==> config.mk <==
export PLATFORM = sky130hd
export DESIGN_NAME = nrba_cell
export DESIGN_NICKNAME = d
export VERILOG_FILES = /design/src/design/nrba_pkg.sv /design/src/design/nrba_cell.sv
export SDC_FILE = /design/constraint.sdc
export NUM_CORES = 1
export LEC_CHECK = 0
export ABC_CLOCK_PERIOD_IN_PS = 2200
export BUFFER_PORTS_ARGS = -buffer_cell sky130_fd_sc_hd__buf_2
export CORE_AREA = 2 2 154 156
export CTS_BUF_LIST = sky130_fd_sc_hd__clkbuf_16
export DETAILED_ROUTE_END_ITERATION = 10
export DIE_AREA = 0 0 156 158
export GPL_TIMING_DRIVEN = 0
export PLACE_DENSITY = 0.63
export SLEW_MARGIN = 20
export SYNTH_ARGS = -nofsm -noshare
export SYNTH_HDL_FRONTEND = slang
export SYNTH_SLANG_ARGS = --single-unit
==> constraint.sdc <==
create_clock -name clk -period 2.2 [get_ports clk]
set_input_delay 0.33 -clock clk [delete_from_list [all_inputs] [get_ports clk]]
set_output_delay 0.33 -clock clk [all_outputs]
set_load 0.02 [all_outputs]
==> src/design/nrba_pkg.sv <==
// ----------------------------------------------------------------------------
// nrba_pkg: shared types and codes of the named region bump allocator
// Function and status codes, register indexes and the structs that move
// between the table cells and the control logic.
// ----------------------------------------------------------------------------
`default_nettype none

package nrba_pkg;

	// function codes of an input item
	localparam logic [1:0] FN_ALLOC  = 2'd0;
	localparam logic [1:0] FN_LOOKUP = 2'd1;
	localparam logic [1:0] FN_CLEAR  = 2'd2;

	// result status codes
	localparam logic [2:0] STAT_NEW      = 3'd0;
	localparam logic [2:0] STAT_SHARED   = 3'd1;
	localparam logic [2:0] STAT_NOTFOUND = 3'd2;
	localparam logic [2:0] STAT_OOM      = 3'd3;
	localparam logic [2:0] STAT_INVALID  = 3'd4;

	// configuration register indexes
	localparam logic REG_BASE = 1'b0;
	localparam logic REG_SIZE = 1'b1;

	// page rounding
	localparam logic [32:0] PAGE_MASK  = 33'h0_0000_0FFF;
	localparam logic [31:0] STORED_CAP = 32'hFFFF_F000;

	// search item travelling down the row of cells
	typedef struct packed {
		logic        valid;
		logic [63:0] key;
		logic        hit;
		logic [31:0] start;
		logic [31:0] length;
	} token_t;

	// append write broadcast to the cells
	typedef struct packed {
		logic        en;
		logic [63:0] key;
		logic [31:0] start;
		logic [31:0] length;
	} wr_t;

endpackage

`default_nettype wire

==> src/design/nrba_cell.sv <==
// ----------------------------------------------------------------------------
// nrba_cell: one entry of the region table
// Holds one key, start and length, compares the passing search item against
// its entry and hands the item on to the next cell through a register.
// ----------------------------------------------------------------------------
`default_nettype none

module nrba_cell #(
	parameter int INDEX = 0,
	parameter int CW    = 7
) (
	input  wire logic              clk,
	input  wire logic              arst_n,
	input  wire logic [CW-1:0]     count,
	input  wire nrba_pkg::wr_t     wr,
	input  wire nrba_pkg::token_t  tok_in,
	output nrba_pkg::token_t       tok_out
);

	logic [63:0] key_q;
	logic [31:0] start_q;
	logic [31:0] length_q;
	logic        occupied;
	logic        match;
	logic        tok_valid_q;
	nrba_pkg::token_t tok_q;

	// entry is live when it lies below the fill count
	assign occupied = CW'(INDEX) < count;
	assign match    = occupied && !tok_in.hit && (key_q == tok_in.key);

	// entry storage, written by an append at this index
	always_ff @(posedge clk) begin
		if (wr.en && (count == CW'(INDEX))) begin
			key_q    <= wr.key;
			start_q  <= wr.start;
			length_q <= wr.length;
		end
	end

	// item valid moves on every cycle
	always_ff @(posedge clk or negedge arst_n) begin
		if (!arst_n) begin
			tok_valid_q <= 1'b0;
		end else begin
			tok_valid_q <= tok_in.valid;
		end
	end

	// item payload, first hit captures this entry
	always_ff @(posedge clk) begin
		if (match) begin
			tok_q <= '{valid: tok_in.valid, key: tok_in.key, hit: 1'b1,
				start: start_q, length: length_q};
		end else begin
			tok_q <= tok_in;
		end
	end

	always_comb begin
		tok_out       = tok_q;
		tok_out.valid = tok_valid_q;
	end

endmodule

`default_nettype wire

==> results of run 1 <==
## repair_timing
item | 4_1_cts | 5_1_grt
gates cloned | 1 | 3
hold buffers | 194 | 0
resized for setup | 11 | 11
hold endpoints to repair | 194 | 0
endpoints found under the setup margin | 65 | 65
pin swaps | 4 | 5
setup buffers | 3 | 3
## power groups by stage
stage / clock network [uW] / registers (uW) / logic, uW
floorplan: 0 / 5480 / 129
global placement: 0 / 5310 / 703
detailed placement: 0 / 5310 / 714
CTS: 4830 / 5210 / 993
global route: 5010 / 5220 / 1070
finish: 4710 / 5210 / 1000
## worst max-delay path: stages (launching register included)
cell	delay (ns)
edfxtp_1	0.38
xor2_1	0.16
nor4_2	0.31
nand4_1	0.24
nor3_2	0.23
nand4_1	0.12
buf_6	0.16
buf_12	0.14
clkbuf_16	0.16
mux2_4	0.29
## sequential cells by signal, summed over array words and instances (netlist names)
register	count
key_q	64
tok_valid_q	1
length_q	32
tok_out	129
start_q	32
## cell families after synthesis
kind of cell	count (synthesis)	share of synthesized area, %
DFF	258	78.5
muxes	64	11.0
and+or+nand+nor	33	2.56
xor gates and xnor gates	52	5.54
buffers and inverters	19	1.48
AOI/OAI and AO/OA	10	0.959
## through the flow
step                cell area [sq um]  hold WS (ns)
finish                          13700        0.0346
floorplan                        8240        0.0344
global placement                10600         0.114
global route                    13700       0.00888
detailed placement              10600         0.115
CTS                             13600      0.000940
## per-layer routing
layer | share of wire [%] | track usage, %
met1 | 36 | 18.3
met2 | 54 | 34.8
met3 | 7.1 | 3.97
met4 | 2.5 | 5.59
met5 | 0 | 0
## final timing paths
check	slack [ns]	to	cells past startpoint	startpoint
max	-0.13	tok_out[45]$_DFF_P_	9	key_q[39]$_DFFE_PP_
min	0.03	tok_out[7]$_DFF_P_	2	tok_in[7]
max reg2reg	-0.13	tok_out[45]$_DFF_P_	9	key_q[39]$_DFFE_PP_
min reg2reg	0.47	tok_out[1]$_DFF_P_	1	length_q[1]$_DFFE_PP_
max in group asynchronous	1.96	tok_valid_q$_DFF_PN0_	2	arst_n
min in group asynchronous	0.15	tok_valid_q$_DFF_PN0_	2	arst_n
## area by class of cell
| cell class | count | area [sq um] |
|---|---|---|
| sequential | 258 | 6450 |
| timing repair buffer | 602 | 4140 |
| antenna | 1 | 2.50 |
| tap | 290 | 363 |
| multi-input combinational | 159 | 1690 |
| fill | 1728 | 9300 |
| inverter | 11 | 41.3 |
| clock inverter | 19 | 206 |
| clock buffer | 29 | 726 |
| buffer | 7 | 128 |
## placed cells by master, fill, tap and decap left out, types with 3 or more instances in the layout
cell type      count
buf_4              3
buf_12             7
buf_16             3
bufinv_16          5
edfxtp_1         128
clkbuf_16         32
dlygate4sd3_1    194
nand2b_1           8
xor2_1            50
nand4_1            3
mux2_4            49
clkinv_1           6
mux2_2            15
clkinv_2           3
buf_2            397
nor4_2             3
nor4_1            10
dfxtp_1          129
inv_1             16
==> metrics.txt, run 1 <==
die area between 20000 and 25000 sq um; clock sink count between 200 and 300; initial antenna violation count 1; Max Clock Freq 429 MHz; vias a little under 6000; Pre-antenna DRT Iters 7; Avg Inst Size Synth 18.9 sq um; Clk pin slew, worst setup/hold paths about 0.060 ns; Comb power frac under 10%; Syn Inst Count 436; TritonCTS clock tree done; CP Launch Type flip-flop; RSZ-0062 raised after global routing yes; most frequent cell after synthesis dfxtp_1; fin cells 1376; Mapped Area around 8000 sq um; net switching power about 2200 uW; post-route minimum period 2.33 ns; die outline height between 150 and 200 um; total grt overflow 0; DRT iter0 DRCs around 180; clock power share between 40% and 50%; Total Routing Usage GR about 18%; number of port buffers roughly 400; Die Wd roughly 160 um; CTS buffer count 26; DP Cell Count 1125; final period utilization 106%; Clock Skews 0.0170 ns; Flop pwr share 47.7%; Worst-Margin Slew between 0.4 and 0.5 ns; biggest area consumer among synthesized cells edfxtp_1; vias in the first global route between 6000 and 7000; Post-synth top cells 129 x dfxtp_1, 128 x edfxtp_1, 50 x xor2_1; Root Buffer Master clkbuf_16; Hold Path Class input pin to flip-flop; synth top area cells edfxtp_1 47%, dfxtp_1 31%, mux2_4 8.9%; # DRC 0; status complete, but fails checks; Worst EP required 2.60 ns; post-DP HPWL roughly 15000 um; global-route wire length before repair ~33000 um; Main synth FF type dfxtp_1; Worst Setup End Kind flip-flop; I/O pins 398; Post-DRT Antenna Nets 0; maximum vdd drop between 0.0007 and 0.0008 V; Max Slew Vio Count 0; share of the synthesized area in the top cell type a little under half; final hold viol count 0; leakage power approximately 0.006 uW; Unique masters post-synth 29; Setup Crit Path Kind flip-flop to flip-flop; share of layout cells above drive strength 1 between 40% and 50%; peak fanout along the critical path 5; Routed WL about 23000 um; DR WL/cell roughly 17 um; Initial Util 35.7%; buffer levels on the longest clock path 3; Setup WS post-layout -0.132 ns; final setup vio count 64; Nets 1333; Rows 56; Slew headroom between 70% and 80%; Power Density 795 nW/um^2; sequential area share after synthesis 78.5%; total number of yosys warnings 0; switching share of power between 20% and 30%; failing checks negative setup slack; post-synthesis sequential element count 258; final core occ roughly three fifths; Sum Neg Setup Slack -6.92 ns; pin count of the biggest net entering global routing 56; GPL Wtd Cong roughly 0.8; Post-synth EDFFs between 100 and 150; internal power 8680 uW; Synth async-reset ratio less than 1%; Post-Syn Nets between 700 and 800; worst skew pair latency 0.52 ns; total power about 11000 uW; DR vias/cell roughly 4.3; Layout area overhead 67.2%; Max Cap Viol 0; number of H-tree levels 1; post-place setup slack -0.642 ns; core area between 20000 and 25000 sq um; WP data arrival approximately 2.7 ns
Note: power is estimated with default switching activity, not from simulation.
==> inputs of run 2 (changes only) <==
--- a/config.mk
+++ b/config.mk
@@ -12,7 +12,9 @@
 export DETAILED_ROUTE_END_ITERATION = 10
 export DIE_AREA = 0 0 156 158
 export GPL_TIMING_DRIVEN = 0
+export HOLD_SLACK_MARGIN = 0.1
 export PLACE_DENSITY = 0.63
+export SKIP_CTS_REPAIR_TIMING = 1
 export SLEW_MARGIN = 20
 export SYNTH_ARGS = -nofsm -noshare
 export SYNTH_HDL_FRONTEND = slang
==> metrics.txt, run 2 <==
compound-gate portion of the synthesized area 0.959% (unchanged); CTS buffer count 26 (unchanged); number of H-tree levels 1 (unchanged); die outline height 158 um (unchanged); pin count of the biggest net entering global routing 56; Post-Syn Nets 704 (unchanged); clock sink count 258 (unchanged); mux cell area share after synthesis 11.0% (unchanged); error msg [ERROR RSZ-0060] Max buffer count reached.; GPL Wtd Cong 0.800 (unchanged); Post-synth EDFFs 128 (unchanged); Mapped Area 8220 sq um (unchanged); XOR/XNOR Fraction of Synth Area 5.54% (unchanged); I/O pins 398 (unchanged); post-place setup slack -0.642 ns (unchanged); Synth async-reset ratio 0.388% (unchanged); sequential area share after synthesis 78.5% (unchanged); number of port buffers 397 (unchanged); Rows 56 (unchanged); Post-Synth Simple-Gate Area 2.56% (unchanged); share of the synthesized area in the top cell type 46.8% (unchanged); Unique masters post-synth 29 (unchanged); placed instance area 10600 sq um (unchanged); combinational family with the most area after synthesis multiplexers (unchanged); status aborted with a tool error (was complete, but fails checks); total number of yosys warnings 0 (unchanged); Initial Util 35.7% (unchanged); biggest area consumer among synthesized cells edfxtp_1 (unchanged); Main synth FF type dfxtp_1 (unchanged); synth top area cells edfxtp_1 47%, dfxtp_1 31%, mux2_4 8.9% (unchanged); Syn Inst Count 436 (unchanged); buffer levels on the longest clock path 3 (unchanged); post-GRT worst EP tok_out[19]$_DFF_P_/D; post-synthesis sequential element count 258 (unchanged); worst endpoint type register input; post-DP HPWL 15300 um (unchanged); Fail Step 5_1_grt; Avg Inst Size Synth 18.9 sq um (unchanged); Post-synth top cells 129 x dfxtp_1, 128 x edfxtp_1, 50 x xor2_1 (unchanged); most frequent cell after synthesis dfxtp_1 (unchanged); Root Buffer Master clkbuf_16 (unchanged); Die Wd 156 um (unchanged); share of synthesized cell area in full adder, half adder and majority cells 0% (unchanged)
==> run 2: per-stage QoR <==
stage | util, % | cells | hold slack (ns)
global placement | 45.9 | 1123 | 0.114
detailed placement | 46.2 | 1125 | 0.115
CTS | 50.2 | 1173 | -0.438
floorplan | - | 436 | 0.0344
==> run 2: logic make-up after synthesis <==
family,Yosys count
mux,64
flops,258
compound gates,10
xor+xnor,52
buf+inv,19
simple gates,33
==> inputs of run 3 (changes only) <==
--- a/config.mk
+++ b/config.mk
@@ -7,13 +7,10 @@
 export LEC_CHECK = 0
 export ABC_CLOCK_PERIOD_IN_PS = 2200
 export BUFFER_PORTS_ARGS = -buffer_cell sky130_fd_sc_hd__buf_2
-export CORE_AREA = 2 2 154 156
-export CTS_BUF_LIST = sky130_fd_sc_hd__clkbuf_16
+export CORE_UTILIZATION = 35
 export DETAILED_ROUTE_END_ITERATION = 10
-export DIE_AREA = 0 0 156 158
 export GPL_TIMING_DRIVEN = 0
-export HOLD_SLACK_MARGIN = 0.1
-export PLACE_DENSITY = 0.63
+export PLACE_DENSITY_LB_ADDON = 0.15
 export SKIP_CTS_REPAIR_TIMING = 1
 export SLEW_MARGIN = 20
 export SYNTH_ARGS = -nofsm -noshare
==> metrics.txt, run 3 (synthesized netlist as in run 1, its figures left out) <==
status complete, but fails checks (was aborted with a tool error); failing checks negative setup slack; Worst-Margin Slew slightly above 0.4 ns; Max Clock Freq 437 MHz; post-DP HPWL 15100 um (was 15300 um); DP Cell Count 1148 (was 1125); Antenna diodes 0; worst skew pair latency 0.52 ns; Routed WL 22200 um; most frequent cells in the layout 398 x buf_2, 193 x dlygate4sd3_1, 129 x dfxtp_1; peak fanout along the critical path 10; Crit path largest cell delay approximately 0.39 ns; Max Slew Vio Count 0; Post-DRT Antenna Nets 0; maximum vdd drop ~0.00063 V; DRT iter0 DRCs 193; CP Capture Point tok_out[38]$_DFF_P_; Worst EP required around 2.6 ns; Hold Path Class input pin to flip-flop; final setup vio count about 50; Setup WS post-layout -0.0881 ns; most used cell, CP buf_12; leading cell type in the layout, fill and taps excluded buf_2; Clock Skews 0.0155 ns; total grt overflow 0; RR Startpoint key_q[4]$_DFFE_PP_; vias in the first global route ~5000; share of layout cells above drive strength 1 between 40 and 50%; Root Buffer Master clkbuf_16 (unchanged); Pre-antenna DRT Iters 4; RSZ-0062 raised after global routing yes; initial antenna violation count 2; # DRC 0; number of H-tree levels 1 (unchanged); final period utilization 104%; final hold viol count 0; Critical-path top delay cell edfxtp_1; CP Launch Type flip-flop; die area about 24000 sq um; GPL Wtd Cong 0.723 (was 0.800); Initial Util 36.0% (was 35.7%); Power Density just under 800 nW/um^2; Critical Path Source key_q[4]$_DFFE_PP_; Worst Setup End Kind flip-flop; Clk pin slew, worst setup/hold paths about 0.060 ns; post-route minimum period ~2.3 ns; Max Cap Viol 0; clock sink count 258 (unchanged); DR vias/cell around 4.2; critical-path cell list xnor2_1 -> o221ai_1 -> a2111oi_0 -> and4_1 -> nand4_1 -> buf_6 -> buf_12 -> buf_12 -> mux2_4; number of port buffers 397 (unchanged); vias between 5000 and 6000; fin area ~14000 sq um; WP data arrival between 2 and 3 ns; Rows 55 (was 56); Slew headroom 72.8%; fin cells around 1400; max reg flops about 130; cell depth of the worst flop-to-flop path 9; placed instance area 10700 sq um (was 10600 sq um); Setup Crit Path Kind flip-flop to flip-flop; # fillers 1840; Die Wd 155 um (was 156 um); pin count of the biggest net entering global routing 55; Layout area overhead 66.1%; die outline height 155 um (was 158 um); leakage power approximately 0.006 uW; R2R setup slack -0.09 ns; CTS buffer count 27 (was 26); Total Routing Usage GR between 15 and 20%; buffer levels on the longest clock path 3 (unchanged); TritonCTS clock tree done; Nets ~1300; FF-to-FF End tok_out[38]$_DFF_P_; global-route wire length before repair 27800 um; DR WL/cell between 15 and 20 um; core area roughly 23000 sq um; I/O pins 398 (unchanged)
run 3: power breakdown:
part	switching, uW	leakage [uW]	internal (uW)
Sequential	31.3	0.00225	5170
Clock	1800	0.000430	2690
Combinational	418	0.00339	574
Total	2250	0.00607	8440
run 3: final cells by class:
cell class / instances / area (sq um) / share of cell area [%]
Sequential cell: 258 / 6450 / 47.3
Timing Repair Buffer: 599 / 4060 / 29.8
Multi-Input combinational cell: 159 / 1690 / 12.4
Clock buffer: 38 / 778 / 5.70
Tap cell: 313 / 392 / 2.87
Buffer: 7 / 128 / 0.935
Clock inverter: 11 / 106 / 0.779
Inverter: 11 / 41.3 / 0.302
run 3: through the flow:
| step | power [uW] | hold slack, ns | setup TNS, ns | worst slack (ns) | util, % |
|---|---|---|---|---|---|
| global route | 11100 | 0.00271 | -13.15 | -0.267 | 59.8 |
| finish | 10700 | 0.0313 | -3.58 | -0.0881 | 59.8 |
| floorplan | 5600 | 0.0344 | -27.53 | -0.215 | - |
| global placement | 6010 | 0.108 | -133.29 | -0.855 | 46.5 |
| CTS | 10500 | -0.455 | -18.05 | -0.333 | 50.6 |
| detailed placement | 6020 | 0.109 | -37.62 | -0.420 | 46.7 |
run 3: worst min path at each step:
stage | start | end | slack, ns | cells past startpoint
4_1_cts | arst_n | tok_valid_q$_DFF_PN0_ | -0.45 | 1
5_1_grt | wr[0] | length_q[0]$_DFFE_PP_ | 0.003 | 1
3_3_place_gp | arst_n | tok_valid_q$_DFF_PN0_ | 0.11 | 1
6_report | wr[0] | length_q[0]$_DFFE_PP_ | 0.03 | 1
3_5_place_dp | arst_n | tok_valid_q$_DFF_PN0_ | 0.11 | 1
2_1_floorplan | arst_n | tok_valid_q$_DFF_PN0_ | 0.03 | 0
run 3: critical path, delay by kind of cell (launching register included):
family | cells | cell delay (ns)
XOR/XNOR | 1 | 0.14
flip-flops | 1 | 0.39
AO/OA/AOI/OAI | 2 | 0.50
multiplexers | 1 | 0.30
buffers and inverters | 3 | 0.46
AND/OR/NAND/NOR | 2 | 0.36
run 3: layer usage:
metal  up-vias  global-route usage, %  wire (um)
met5         -                      0         31
met4         4                   3.87        398
met3        39                   6.35       1930
met2       276                   28.7      11800
met1      2676                   16.3       8070
li1       2833                      -          -
